### config.mk
export PLATFORM = sky130hd
export DESIGN_NAME = crc_byte_stuffed_frame_encoder_unit
export DESIGN_NICKNAME = d
export VERILOG_FILES = /design/src/sv/cbsfe_pkg.sv /design/src/sv/crc_byte_stuffed_frame_encoder_unit.sv /design/src/sv/cbsfe_front.sv /design/src/sv/cbsfe_queue.sv /design/src/sv/cbsfe_back.sv
export VERILOG_INCLUDE_DIRS = /design/src /design/src/sv
export SDC_FILE = /design/constraint.sdc
export NUM_CORES = 1
export LEC_CHECK = 0
export CAP_MARGIN = 20
export CORE_ASPECT_RATIO = 0.7
export CORE_UTILIZATION = 40
export CTS_CLUSTER_DIAMETER = 150
export DETAILED_ROUTE_END_ITERATION = 7
export DONT_BUFFER_PORTS = 1
export HOLD_SLACK_MARGIN = 0.1
export SLEW_MARGIN = 20
export SYNTH_ARGS = -nofsm -noshare
export SYNTH_HDL_FRONTEND = slang
export SYNTH_SLANG_ARGS = --single-unit
### constraint.sdc
create_clock -name clk -period 3 [get_ports clk]
set_input_delay 0.3 -clock clk [delete_from_list [all_inputs] [get_ports clk]]
set_output_delay 0.3 -clock clk [all_outputs]
set_load 0.01 [all_outputs]
### src/sv/crc_byte_stuffed_frame_encoder_unit_macros.svh
// Assertion macros for the byte-stuffed CRC frame encoder.
// Used by the top level; expects clk and arst_n in scope.
`ifndef CRC_BYTE_STUFFED_FRAME_ENCODER_UNIT_MACROS_SVH
`define CRC_BYTE_STUFFED_FRAME_ENCODER_UNIT_MACROS_SVH
`ifndef SYNTHESIS
`define CBSFE_ASSERT_NOW(label, ante, cons) \
	label: assert property (@(posedge clk) disable iff (!arst_n) (ante) |-> (cons)) \
		else $error("cbsfe assertion failed");
`define CBSFE_ASSERT_NEXT(label, ante, cons) \
	label: assert property (@(posedge clk) disable iff (!arst_n) (ante) |=> (cons)) \
		else $error("cbsfe assertion failed");
`else
`define CBSFE_ASSERT_NOW(label, ante, cons)
`define CBSFE_ASSERT_NEXT(label, ante, cons)
`endif
`endif

### src/sv/cbsfe_pkg.sv
// Shared types, constants and functions of the byte-stuffed CRC frame encoder.
// No dependencies.
`default_nettype none
package cbsfe_pkg;

	localparam logic [7:0]  SOF_BYTE   = 8'h80;
	localparam logic [7:0]  EOF_BYTE   = 8'h0d;
	localparam logic [7:0]  ESC_BYTE   = 8'h1b;
	localparam logic [7:0]  ESC_FLIP   = 8'hff;
	localparam logic [7:0]  SPECIAL_40 = 8'h40;
	localparam logic [7:0]  SPECIAL_06 = 8'h06;
	localparam logic [15:0] CRC_POLY   = 16'h1021;
	localparam int          QUEUE_DEPTH = 2;

	typedef struct packed {
		logic [7:0] payload_byte;
		logic       frame_last;
	} in_item_t;

	typedef struct packed {
		logic [7:0] line_byte;
		logic       run_last;
		logic       frame_done;
	} out_item_t;

	typedef struct packed {
		logic        start;
		logic        last;
		logic [7:0]  data;
		logic [15:0] crc;
	} job_t;

	function automatic logic [15:0] crc_update(input logic [15:0] crc, input logic [7:0] b);
		logic [15:0] c;
		c = crc ^ {b, 8'h00};
		for (int i = 0; i < 8; i++) begin
			if (c[15]) begin
				c = {c[14:0], 1'b0} ^ CRC_POLY;
			end else begin
				c = {c[14:0], 1'b0};
			end
		end
		return c;
	endfunction

	function automatic logic needs_escape(input logic [7:0] v);
		return (v == SOF_BYTE) || (v == SPECIAL_40) || (v == EOF_BYTE) ||
			(v == SPECIAL_06) || (v == ESC_BYTE);
	endfunction

endpackage
`default_nettype wire

### src/sv/crc_byte_stuffed_frame_encoder_unit.sv
// Top level of the byte-stuffed CRC-16 frame encoder.
// Depends on cbsfe_pkg, cbsfe_front, cbsfe_queue, cbsfe_back and the macros header.
//
// Usage:
//   src channel (src_valid/src_ready/src_item) takes one unstuffed frame byte per
//   transfer with frame_last marking the final byte of a frame.
//   dst channel (dst_valid/dst_ready/dst_item) gives line bytes: start byte 0x80
//   ahead of a frame, stuffed data bytes, stuffed CRC high then low, stop byte 0x0d.
//   run_last marks the last line byte caused by one src transfer, frame_done the stop.
// An item's line bytes pass through a job queue slot and then the output register.
// Throughput: one line byte per cycle from the back end unless stalled or empty;
//   an item gives 1 to 8 line bytes (two for a typical opening or escaped byte).
//   The front end takes one item per cycle while the two-entry job queue has room.
// Reset: clears CRC, frame state, queue and output register; no frame is open.
// Stall: dst_ready low holds the output register; the back end stops, the queue
//   fills and then src_ready drops until space frees up.
`default_nettype none
`include "crc_byte_stuffed_frame_encoder_unit_macros.svh"
module crc_byte_stuffed_frame_encoder_unit (
	input  wire logic                clk,
	input  wire logic                arst_n,
	input  wire logic                src_valid,
	output logic                     src_ready,
	input  wire cbsfe_pkg::in_item_t src_item,
	output logic                     dst_valid,
	input  wire logic                dst_ready,
	output cbsfe_pkg::out_item_t     dst_item
);

	logic            push;
	cbsfe_pkg::job_t push_job;
	logic            q_full;
	logic            pop;
	cbsfe_pkg::job_t head;
	logic            q_empty;
	logic            frame_open;
	logic            back_busy;

	cbsfe_front u_front (
		.clk        (clk),
		.arst_n     (arst_n),
		.src_valid  (src_valid),
		.src_ready  (src_ready),
		.src_item   (src_item),
		.q_full     (q_full),
		.push       (push),
		.push_job   (push_job),
		.frame_open (frame_open)
	);

	cbsfe_queue u_queue (
		.clk      (clk),
		.arst_n   (arst_n),
		.push     (push),
		.push_job (push_job),
		.full     (q_full),
		.pop      (pop),
		.head     (head),
		.empty    (q_empty)
	);

	cbsfe_back u_back (
		.clk       (clk),
		.arst_n    (arst_n),
		.head      (head),
		.empty     (q_empty),
		.pop       (pop),
		.busy      (back_busy),
		.dst_valid (dst_valid),
		.dst_ready (dst_ready),
		.dst_item  (dst_item)
	);

	`CBSFE_ASSERT_NOW(a_stop_closes_run, dst_valid && dst_item.frame_done,
		dst_item.line_byte == cbsfe_pkg::EOF_BYTE && dst_item.run_last)
	`CBSFE_ASSERT_NEXT(a_last_closes_frame,
		src_valid && src_ready && src_item.frame_last, !frame_open)
	`CBSFE_ASSERT_NOW(a_idle_when_empty, q_empty, !back_busy)

endmodule
`default_nettype wire

### src/sv/cbsfe_front.sv
// Front end: accepts frame bytes, tracks frame state and running CRC, queues jobs.
// Depends on cbsfe_pkg.
`default_nettype none
module cbsfe_front (
	input  wire logic                clk,
	input  wire logic                arst_n,
	input  wire logic                src_valid,
	output logic                     src_ready,
	input  wire cbsfe_pkg::in_item_t src_item,
	input  wire logic                q_full,
	output logic                     push,
	output cbsfe_pkg::job_t          push_job,
	output logic                     frame_open
);

	logic [15:0] crc_q;
	logic        open_q;
	logic [15:0] crc_next;

	assign src_ready  = !q_full;
	assign push       = src_valid && !q_full;
	assign frame_open = open_q;

	always_comb begin
		crc_next       = cbsfe_pkg::crc_update(crc_q, src_item.payload_byte);
		push_job.start = !open_q;
		push_job.last  = src_item.frame_last;
		push_job.data  = src_item.payload_byte;
		push_job.crc   = crc_next;
	end

	always_ff @(posedge clk or negedge arst_n) begin
		if (!arst_n) begin
			crc_q  <= '0;
			open_q <= 1'b0;
		end else if (push) begin
			if (src_item.frame_last) begin
				crc_q  <= '0;
				open_q <= 1'b0;
			end else begin
				crc_q  <= crc_next;
				open_q <= 1'b1;
			end
		end
	end

endmodule
`default_nettype wire

### src/sv/cbsfe_queue.sv
// Short job queue between front end and back end.
// Depends on cbsfe_pkg.
`default_nettype none
module cbsfe_queue (
	input  wire logic            clk,
	input  wire logic            arst_n,
	input  wire logic            push,
	input  wire cbsfe_pkg::job_t push_job,
	output logic                 full,
	input  wire logic            pop,
	output cbsfe_pkg::job_t      head,
	output logic                 empty
);

	localparam int Depth = cbsfe_pkg::QUEUE_DEPTH;
	localparam int PtrW  = (Depth > 1) ? $clog2(Depth) : 1;
	localparam int CntW  = $clog2(Depth + 1);

	cbsfe_pkg::job_t slot_q [Depth];
	logic [PtrW-1:0] wr_ptr_q;
	logic [PtrW-1:0] rd_ptr_q;
	logic [CntW-1:0] cnt_q;
	logic            do_push;
	logic            do_pop;

	assign full    = (cnt_q == CntW'(Depth));
	assign empty   = (cnt_q == '0);
	assign head    = slot_q[rd_ptr_q];
	assign do_push = push && !full;
	assign do_pop  = pop && !empty;

	always_ff @(posedge clk) begin
		if (do_push) begin
			slot_q[wr_ptr_q] <= push_job;
		end
	end

	always_ff @(posedge clk or negedge arst_n) begin
		if (!arst_n) begin
			wr_ptr_q <= '0;
			rd_ptr_q <= '0;
			cnt_q    <= '0;
		end else begin
			if (do_push) begin
				wr_ptr_q <= (wr_ptr_q == PtrW'(Depth - 1)) ? '0 : wr_ptr_q + 1'b1;
			end
			if (do_pop) begin
				rd_ptr_q <= (rd_ptr_q == PtrW'(Depth - 1)) ? '0 : rd_ptr_q + 1'b1;
			end
			if (do_push && !do_pop) begin
				cnt_q <= cnt_q + 1'b1;
			end else if (do_pop && !do_push) begin
				cnt_q <= cnt_q - 1'b1;
			end
		end
	end

endmodule
`default_nettype wire

### src/sv/cbsfe_back.sv
// Back end: expands one queued job into optional start, stuffed data, and for a last job CRC and stop bytes.
// Depends on cbsfe_pkg.
`default_nettype none
module cbsfe_back (
	input  wire logic            clk,
	input  wire logic            arst_n,
	input  wire cbsfe_pkg::job_t head,
	input  wire logic            empty,
	output logic                 pop,
	output logic                 busy,
	output logic                 dst_valid,
	input  wire logic            dst_ready,
	output cbsfe_pkg::out_item_t dst_item
);

	typedef enum logic [2:0] {
		PH_START,
		PH_DATA,
		PH_CRC_HI,
		PH_CRC_LO,
		PH_STOP
	} phase_t;

	phase_t               phase_q;
	logic                 busy_q;
	logic                 esc_q;
	logic                 out_valid_q;
	cbsfe_pkg::out_item_t out_q;

	phase_t     ph;
	phase_t     nph;
	logic       load;
	logic       esc_cur;
	logic [7:0] v;
	logic [7:0] byte_out;
	logic       nesc;
	logic       jend;
	logic       done;

	assign load      = !empty && (!out_valid_q || dst_ready);
	assign pop       = load && jend;
	assign busy      = busy_q;
	assign dst_valid = out_valid_q;
	assign dst_item  = out_q;

	always_comb begin
		ph       = busy_q ? phase_q : (head.start ? PH_START : PH_DATA);
		esc_cur  = busy_q && esc_q;
		nph      = ph;
		nesc     = 1'b0;
		jend     = 1'b0;
		done     = 1'b0;
		byte_out = cbsfe_pkg::SOF_BYTE;
		unique case (ph)
			PH_DATA:   v = head.data;
			PH_CRC_HI: v = head.crc[15:8];
			PH_CRC_LO: v = head.crc[7:0];
			default:   v = '0;
		endcase
		unique case (ph)
			PH_START: begin
				byte_out = cbsfe_pkg::SOF_BYTE;
				nph      = PH_DATA;
			end
			PH_DATA, PH_CRC_HI, PH_CRC_LO: begin
				if (!esc_cur && cbsfe_pkg::needs_escape(v)) begin
					byte_out = cbsfe_pkg::ESC_BYTE;
					nesc     = 1'b1;
				end else begin
					byte_out = esc_cur ? (v ^ cbsfe_pkg::ESC_FLIP) : v;
					if (ph == PH_DATA) begin
						nph  = PH_CRC_HI;
						jend = !head.last;
					end else if (ph == PH_CRC_HI) begin
						nph = PH_CRC_LO;
					end else begin
						nph = PH_STOP;
					end
				end
			end
			PH_STOP: begin
				byte_out = cbsfe_pkg::EOF_BYTE;
				done     = 1'b1;
				jend     = 1'b1;
			end
			default: begin
				jend = 1'b1;
			end
		endcase
	end

	always_ff @(posedge clk or negedge arst_n) begin
		if (!arst_n) begin
			phase_q     <= PH_START;
			busy_q      <= 1'b0;
			esc_q       <= 1'b0;
			out_valid_q <= 1'b0;
			out_q       <= '0;
		end else if (load) begin
			out_valid_q      <= 1'b1;
			out_q.line_byte  <= byte_out;
			out_q.run_last   <= jend;
			out_q.frame_done <= done;
			busy_q           <= !jend;
			esc_q            <= nesc && !jend;
			phase_q          <= nph;
		end else if (dst_ready) begin
			out_valid_q <= 1'b0;
		end
	end

endmodule
`default_nettype wire
== Word level (Yosys, flattened, before mapping) ==
Memories as Yosys holds them, arrays and structs flattened.
Cells that the tools add are included.
W data, S select, Z words.

* Register bits after elaboration: 37
* Bits in writable memories: 52
* Bits of input ports: 13
* Output and inout port bits: 12
* Logic and storage cells: 100
* Memories kept: 1

* Add/subtract/negate cells: 4
* Equal/unequal tests: 10
* Multiplexer cells: 34
* Bitwise operators: 10
* Reduce and logical (&&, ||, !) cells: 29

{| class="wikitable"
|+ Memories
! memory !! words !! bits a word !! read ports !! clocked after Yosys merged registers in !! write ports !! RTL line !! RTL
|-
| u_queue.slot_q || 2 || 26 || 1 || 0 || 1 || cbsfe_queue.sv:19 || <nowiki>cbsfe_pkg::job_t slot_q [Depth];</nowiki>
|}

{| class="wikitable"
|+ Operators by type and width
! kind !! number
|-
| $mux W13 || 8
|-
| $not A3 Y3 || 8
|-
| $pmux W8 S3 || 1
|-
| $mux W16 || 1
|-
| $mux W8 || 2
|-
| $pmux W8 S2 || 1
|-
| $xor A16 B16 Y16 || 1
|-
| $mux W1 || 13
|-
| $mux W3 || 4
|-
| $logic_and A1 B1 Y1 || 10
|-
| $logic_not A1 Y1 || 9
|-
| $eq A8 B3 Y1 const B || 1
|-
| $eq A8 B4 Y1 const B || 1
|-
| $eq A8 B5 Y1 const B || 1
|-
| $eq A8 B7 Y1 const B || 1
|-
| $eq A8 B8 Y1 const B || 1
|-
| $not A8 Y8 || 1
|-
| $eq A3 B2 Y1 const B || 2
|-
| $pmux W3 S2 || 1
|-
| $logic_or A1 B1 Y1 || 5
|-
| $mux W2 || 2
|-
| $reduce_bool A2 Y1 || 2
|-
| $eq A3 B1 Y1 const B || 1
|-
| $eq A3 B3 Y1 const B || 1
|-
| other kinds (8) || 9
|}

== Depth between registers and ports, before layout ==
* Depth in word-level cells: 18
* Mapped depth: 14
* Mapped depth without buffers: 11

== Hierarchy ==
A second synthesis with hierarchy kept.

* Cell total of the unflattened synthesis: 332
* Area, all modules: 4556.9 um2

{| class="wikitable"
|+ By module, submodules not included
! module !! times used !! cells each !! area each (um2) !! sequential area each (um2)
|-
| cbsfe_queue || 1 || 100 || 2173.3 || 1661.6
|-
| cbsfe_back || 1 || 145 || 1267.5 || 400.4
|-
| cbsfe_front || 1 || 87 || 1116.1 || 425.4
|}

== Worst setup path before layout ==
OpenSTA, ideal clock, no wires.

* Kind: register to register
* Start: reg u_queue.rd_ptr_q
* End: reg u_queue.cnt_q[1]
* Setup time: 125 ps
* Data arrival time: 2763 ps
* Slack: 111 ps
* Cell stages (with the launch flop): 14
* Path buffers: 2
* Clock period less this slack: 2889 ps
* Path through: dfrtp_1 buf_6 mux2_4 o21ai_2 buf_6 a21oi_2 or3b_4 a2111oi_4 o41ai_1 inv_1 ha_1 xor2_1 nor2_1 xor2_1

* Word-level cells in the longest chain between the ends: 18
* Elaborated cells on any way between the ends: 30
* Those cells by class: eq/ne (8); mux (7); reduce/logical (14); memory (1)

{| class="wikitable"
|+ RTL lines
! item !! RTL line !! RTL
|-
| from (decl) || cbsfe_queue.sv:21 || <nowiki>logic [PtrW-1:0] rd_ptr_q;</nowiki>
|-
| from (signal assigned) || cbsfe_queue.sv:48 || <nowiki>rd_ptr_q <= (rd_ptr_q == PtrW'(Depth - 1)) ? '0 : rd_ptr_q + 1'b1;</nowiki>
|-
| $mem_v2 Z2 W26 (*) || - ||
|-
| $mux W1 || cbsfe_back.sv:47 || <nowiki>ph = busy_q ? phase_q : (head.start ? PH_START : PH_DATA);</nowiki>
|-
| $mux W3 || cbsfe_back.sv:47 ||
|-
| $eq A3 B2 Y1 / $eq A3 B1 Y1 (equally long branches) || cbsfe_back.sv:54, cbsfe_back.sv:60, cbsfe_back.sv:71 ||
|-
| $pmux W8 S3 || cbsfe_back.sv:54 || <nowiki>unique case (ph)</nowiki>
|-
| $eq A8 B8 Y1 / $eq A8 B7 Y1 (equally long branches) || cbsfe_pkg.sv:47 || <nowiki>return (v == SOF_BYTE) || (v == SPECIAL_40) || (v == EOF_BYTE) ||</nowiki>
|-
| $logic_or A1 B1 Y1 (3 in series) || cbsfe_pkg.sv:47 ||
|-
| $logic_or A1 B1 Y1 || cbsfe_pkg.sv:48 || <nowiki>(v == SPECIAL_06) || (v == ESC_BYTE);</nowiki>
|-
| $logic_and A1 B1 Y1 || cbsfe_back.sv:66 || <nowiki>if (!esc_cur && cbsfe_pkg::needs_escape(v)) begin</nowiki>
|-
| $mux W1 || cbsfe_back.sv:66 ||
|-
| $pmux W1 S2 (*) || cbsfe_back.sv:60 || <nowiki>unique case (ph)</nowiki>
|-
| $logic_and A1 B1 Y1 (*) || cbsfe_back.sv:41 || <nowiki>assign pop = load && jend;</nowiki>
|-
| $logic_and A1 B1 Y1 (*) || cbsfe_queue.sv:30 || <nowiki>assign do_pop = pop && !empty;</nowiki>
|-
| $logic_not A1 Y1 || cbsfe_queue.sv:50 || <nowiki>if (do_push && !do_pop) begin</nowiki>
|-
| $logic_and A1 B1 Y1 || cbsfe_queue.sv:50 ||
|-
| $mux W2 / $reduce_bool A2 Y1 (equally long branches) || - ||
|-
| to (signal assigned) || cbsfe_queue.sv:51 || <nowiki>cnt_q <= cnt_q + 1'b1;</nowiki>
|-
| to (signal assigned) || cbsfe_queue.sv:53 || <nowiki>cnt_q <= cnt_q - 1'b1;</nowiki>
|-
| to (decl) || cbsfe_queue.sv:22 || <nowiki>logic [CntW-1:0] cnt_q;</nowiki>
|}

Every way passes the cells marked *; elsewhere a longest branch is shown, timed or not.
A chain may end at the register's enable or synchronous reset.

== Worst setup path in the final report ==
Ends and elaborated chain as after synthesis.

==> report_table.html <==
<table>
<tr><th>Metric</th><th>Value</th></tr>
<tr><th colspan="2">Outcome</th></tr>
<tr><td>Status</td><td>finished clean</td></tr>
<tr><th colspan="2">Critical path</th></tr>
<tr><td>Worst endpoint data arrival time</td><td>3120 ps</td></tr>
<tr><td>Length in cells of the worst reg-to-reg path</td><td>13</td></tr>
<tr><td>CP max FO</td><td>18</td></tr>
<tr><td>Count of buffering cells on the critical path with inverters included</td><td>3</td></tr>
<tr><td>Worst path max stage delay</td><td>520 ps</td></tr>
<tr><td>Launch instance of the worst register-to-register path</td><td>u_queue.rd_ptr_q$_DFFE_PN0P_</td></tr>
<tr><td>CP Data Required Time</td><td>3220 ps</td></tr>
<tr><td>Kind of cell with the highest combined delay on the critical path</td><td>simple AND/OR/NAND/NOR gates</td></tr>
<tr><td>Master of the slowest instance on the critical path</td><td>or4b_4</td></tr>
<tr><td>Nature of the critical path startpoint</td><td>flop</td></tr>
<tr><td>CP Capture Type</td><td>flop</td></tr>
<tr><td>Worst reg2reg setup slack</td><td>110 ps</td></tr>
<tr><td>Critical path launch point</td><td>u_queue.rd_ptr_q$_DFFE_PN0P_</td></tr>
<tr><td>Path type of the worst setup path</td><td>reg2reg</td></tr>
<tr><td>Endpoint of the worst-slack reg-to-reg timing path</td><td>u_queue.cnt_q[1]$_DFFE_PN0P_</td></tr>
<tr><td>Critical path, cell by cell</td><td>buf_12, buf_12, nor3_1, a21oi_1, a211oi_4, or4b_4, nor3_4, o41ai_2, inv_1, ha_1, xor2_1, nor2_1, xor2_1</td></tr>
<tr><th colspan="2">Final layout</th></tr>
<tr><td>Final Net Count</td><td>389</td></tr>
<tr><td>Antenna diodes</td><td>0</td></tr>
<tr><td>Number of inserted filler cells in the final layout</td><td>893</td></tr>
<tr><td>Layout area overhead</td><td>20.71%</td></tr>
<tr><td>Post-layout util</td><td>0.4962</td></tr>
<tr><td>Fraction of final layout cells with drive strength greater than 1</td><td>0.2395</td></tr>
<tr><td>Count of non-filler cells in the finished layout</td><td>512</td></tr>
<tr><th colspan="2">Drt</th></tr>
<tr><td>Number of DRC violations after detailed-routing iteration 0</td><td>184</td></tr>
<tr><td>Count of nets left with antenna violations after detail routing</td><td>0</td></tr>
<tr><td>Final routed DRC violation total</td><td>0</td></tr>
<tr><td>Wire per inst</td><td>18.38 um</td></tr>
<tr><td>Detailed-router iteration count before antenna repair</td><td>6</td></tr>
<tr><td>Routed wire length</td><td>9412 um</td></tr>
<tr><td>Vias</td><td>2808</td></tr>
<tr><td>Number of vias per cell after detailed routing</td><td>5.484</td></tr>
<tr><th colspan="2">Logic synthesis</th></tr>
<tr><td>Syn Std Cell Area</td><td>0.004242 mm2</td></tr>
<tr><td>Most used standard cell by instance count after synthesis</td><td>edfxtp_1</td></tr>
<tr><td>Leading post-synthesis cells by cell area</td><td>edfxtp_1, dfrtp_1, mux2i_1</td></tr>
<tr><td>Biggest area consumer among synthesized cells</td><td>edfxtp_1</td></tr>
<tr><td>Primary flip-flop cell chosen by synthesis mapping</td><td>edfxtp_1</td></tr>
<tr><td>Post-synth EDFFs</td><td>52</td></tr>
<tr><td>Fraction of registers with async set or reset after synthesis</td><td>0.4157</td></tr>
<tr><td>Synthesis-stage register bit count</td><td>89</td></tr>
<tr><td>Syn_nets</td><td>344</td></tr>
<tr><td>Post-synth top area share</td><td>0.3681</td></tr>
<tr><td>Synthesized area per cell</td><td>12.85 um2</td></tr>
<tr><td>Count of mapped cells out of synthesis</td><td>330</td></tr>
<tr><td>Number of distinct library cell variants in the gate-level netlist after synthesis</td><td>56</td></tr>
<tr><td>Cell types with the highest counts after synthesis</td><td>edfxtp_1, dfrtp_1, nand2_1, nor2_1</td></tr>
<tr><td>Yosys warns</td><td>0</td></tr>
<tr><td>Share of the yosys chip area belonging to registers</td><td>0.5864</td></tr>
<tr><th colspan="2">Timing</th></tr>
<tr><td>Endpoints failing setup</td><td>0</td></tr>
<tr><td>Setup TNS</td><td>0 ps</td></tr>
<tr><td>Total count of hold-check failures in the final report</td><td>0</td></tr>
<tr><td>Final Hold Slack</td><td>190.2 ps</td></tr>
<tr><td>Final cycle utilization of the critical path</td><td>0.9650</td></tr>
<tr><td>Min cycle time layout</td><td>2895 ps</td></tr>
<tr><td>Worst-case headroom to the max-slew limit</td><td>0.4979</td></tr>
<tr><td>Maximum clock frequency</td><td>345.4 MHz</td></tr>
<tr><td>Count of final max-slew check failures</td><td>0</td></tr>
<tr><td>Worst Max-Slew Pin Slew</td><td>752.3 ps</td></tr>
<tr><td>Worst clock skew</td><td>3.712 ps</td></tr>
<tr><th colspan="2">Placed design</th></tr>
<tr><td>Placed Cells</td><td>480</td></tr>
<tr><td>Placer Congestion</td><td>0.8269</td></tr>
<tr><td>Quantity of I/O buffers inserted on ports</td><td>0</td></tr>
<tr><td>Post-detail-place hpwl</td><td>6547 um</td></tr>
<tr><th colspan="2">Die</th></tr>
<tr><td>Die Y</td><td>88.16 um</td></tr>
<tr><td>Initial core utilization</td><td>0.4111</td></tr>
<tr><td>Number of ports placed on the die boundary</td><td>25</td></tr>
<tr><td>Core area</td><td>0.01032 mm2</td></tr>
<tr><td>Cell Rows</td><td>31</td></tr>
<tr><td>Horiz. Die Dim</td><td>125.1 um</td></tr>
<tr><td>Floorplan die area</td><td>0.01103 mm2</td></tr>
<tr><th colspan="2">Global route</th></tr>
<tr><td>Remaining Overflow, GRT</td><td>0</td></tr>
<tr><td>Busiest grt layer</td><td>met2</td></tr>
<tr><td>First-pass GRT wire length</td><td>15170 um</td></tr>
<tr><td>Number of antenna violations at the first check in global routing</td><td>0</td></tr>
<tr><td>Met2 track demand over resource in global routing</td><td>0.2753</td></tr>
<tr><td>Met1 Track Usage GR</td><td>0.2631</td></tr>
<tr><td>Via count of the first global-routing pass</td><td>2733</td></tr>
<tr><td>Overall Global Routing Usage</td><td>0.1851</td></tr>
<tr><td>Met3 usage</td><td>0.06170</td></tr>
<tr><td>Maximum number of pins on one net before global-route repair</td><td>38</td></tr>
<tr><th colspan="2">Worst hold path</th></tr>
<tr><td>Hold wc startpoint</td><td>dst_ready</td></tr>
<tr><td>Worst Hold Path Cells</td><td>2</td></tr>
<tr><td>HP Class</td><td>in2reg</td></tr>
<tr><td>Endpoint of the worst hold path</td><td>u_back.dst_valid$_DFFE_PN0P_</td></tr>
<tr><th colspan="2">Clock tree</th></tr>
<tr><td>Maximum level of the CTS H-tree</td><td>3</td></tr>
<tr><td>Clock tree from TritonCTS</td><td>done</td></tr>
<tr><td>Later-pin clock latency in the skew report</td><td>340 ps</td></tr>
<tr><td>Root buffer cell</td><td>clkbuf_16</td></tr>
<tr><td>Number of buffers created by CTS</td><td>9</td></tr>
<tr><td>Clock-pin slew reported for the worst setup and hold paths after clock tree synthesis</td><td>60 ps</td></tr>
<tr><td>Worst-case clock buffer depth</td><td>2</td></tr>
<tr><td>Number of clock sinks seen by CTS</td><td>89</td></tr>
<tr><th colspan="2">Pwr</th></tr>
<tr><td>Static leakage</td><td>0.001982 uW</td></tr>
<tr><td>Power Dens Cells</td><td>1251 mW/mm2</td></tr>
<tr><td>Peak supply drop</td><td>568.6 uV</td></tr>
<tr><th colspan="2">Job</th></tr>
<tr><td>Number of maximum-capacitance constraint violations</td><td>0</td></tr>
</table>
## layout make-up
class | count | area, um2 | area share
flip-flops and latches | 89 | 2487 | 0.4858
multi-input cells | 221 | 1698 | 0.3316
repair buffers | 51 | 445.4 | 0.08700
clock buffers | 11 | 252.7 | 0.04936
well taps | 132 | 165.2 | 0.03226
clock inverters | 5 | 60.06 | 0.01173
inverters | 3 | 11.26 | 0.002199
## stage by stage
step                area (um2)  worst slack, ps  power [uW]
floorplan                 4242            111.4        4124
global placement          4584           -8.699        4995
detailed placement        4584           -32.75        5056
CTS                       5037            59.92        6313
global route              5120           -18.07        6794
finish                    5120            105.0        6407
## logic make-up (layout without fill, tap and decap cells)
logic type | after synthesis | after routing | synth area share
buffers and inverters | 20 | 70 | 0.02920
xor gates and xnor gates | 30 | 30 | 0.06195
muxes | 27 | 27 | 0.06755
AOI/OAI and AO/OA | 87 | 87 | 0.1593
and+or+nand+nor | 76 | 76 | 0.09262
adders and majority gates | 1 | 1 | 0.002949
DFF | 89 | 89 | 0.5864
## cells in the final DEF (no fill, tap or decap), types with 3 or more instances in the layout
| cell | n |
|---|---|
| a21o_1 | 4 |
| inv_1 | 3 |
| buf_4 | 38 |
| a21oi_1 | 10 |
| nand2b_1 | 5 |
| dlygate4sd3_1 | 10 |
| mux2i_1 | 13 |
| buf_12 | 3 |
| a211oi_1 | 7 |
| xnor2_1 | 17 |
| o21ai_0 | 9 |
| o31ai_1 | 5 |
| nor4_1 | 4 |
| xor2_1 | 13 |
| mux2i_2 | 4 |
| mux2_2 | 8 |
| clkbuf_16 | 9 |
| dfrtp_1 | 37 |
| a22o_1 | 16 |
| nor2_1 | 18 |
| a21oi_2 | 6 |
| o22ai_1 | 10 |
| nand2_1 | 24 |
| o21a_1 | 4 |
| edfxtp_1 | 52 |
## worst register-to-register path: stages (launching register included)
cell,delay [ps]
dfrtp_1,410
buf_12,170
buf_12,160
nor3_1,190
a21oi_1,110
a211oi_4,310
or4b_4,520
nor3_4,220
o41ai_2,130
inv_1,70
ha_1,150
xor2_1,150
nor2_1,60
xor2_1,130
## layer usage
layer,vias to the layer above,part of all wire
li1,1344,-
met1,1398,0.52
met2,60,0.43
met3,6,0.047
met4,0,0.0071
met5,-,0
## report_power, final
group | switching (uW) | internal [uW]
combinational | 1700 | 1340
clock | 466 | 695
sequential | 280 | 1930
## flip-flops by register name (all words and copies together), names as in the netlist, 2 cells and up
signal,flops
u_back.dst_item,10
u_back.phase_q,3
u_front.crc_q,16
u_queue.cnt_q,2
u_queue.slot_q,52
## how the worst max path moves through the flow
stage	endpoint	slack, ps	depth (start not counted)
final	u_queue.cnt_q[1]$_DFFE_PN0P_	110	13
after global routing	u_queue.cnt_q[1]$_DFFE_PN0P_	-20	13
after CTS	u_queue.cnt_q[1]$_DFFE_PN0P_	60	11
after detailed placement	u_queue.cnt_q[1]$_DFFE_PN0P_	-30	12
after global placement	u_queue.cnt_q[1]$_DFFE_PN0P_	-9	11
after floorplan	u_queue.cnt_q[1]$_DFFE_PN0P_	110	13
## repair_timing
item | 4_1_cts | 5_1_grt
gates resized for setup | 4 | 10
buffers inserted | 0 | 5
hold buffers | 11 | 0
setup endpoints to repair | 1 | 1
endpoints found under the hold margin | 56 | 0
pin swaps | 0 | 5
No activity file was read; power rests on OpenSTA's default activity.
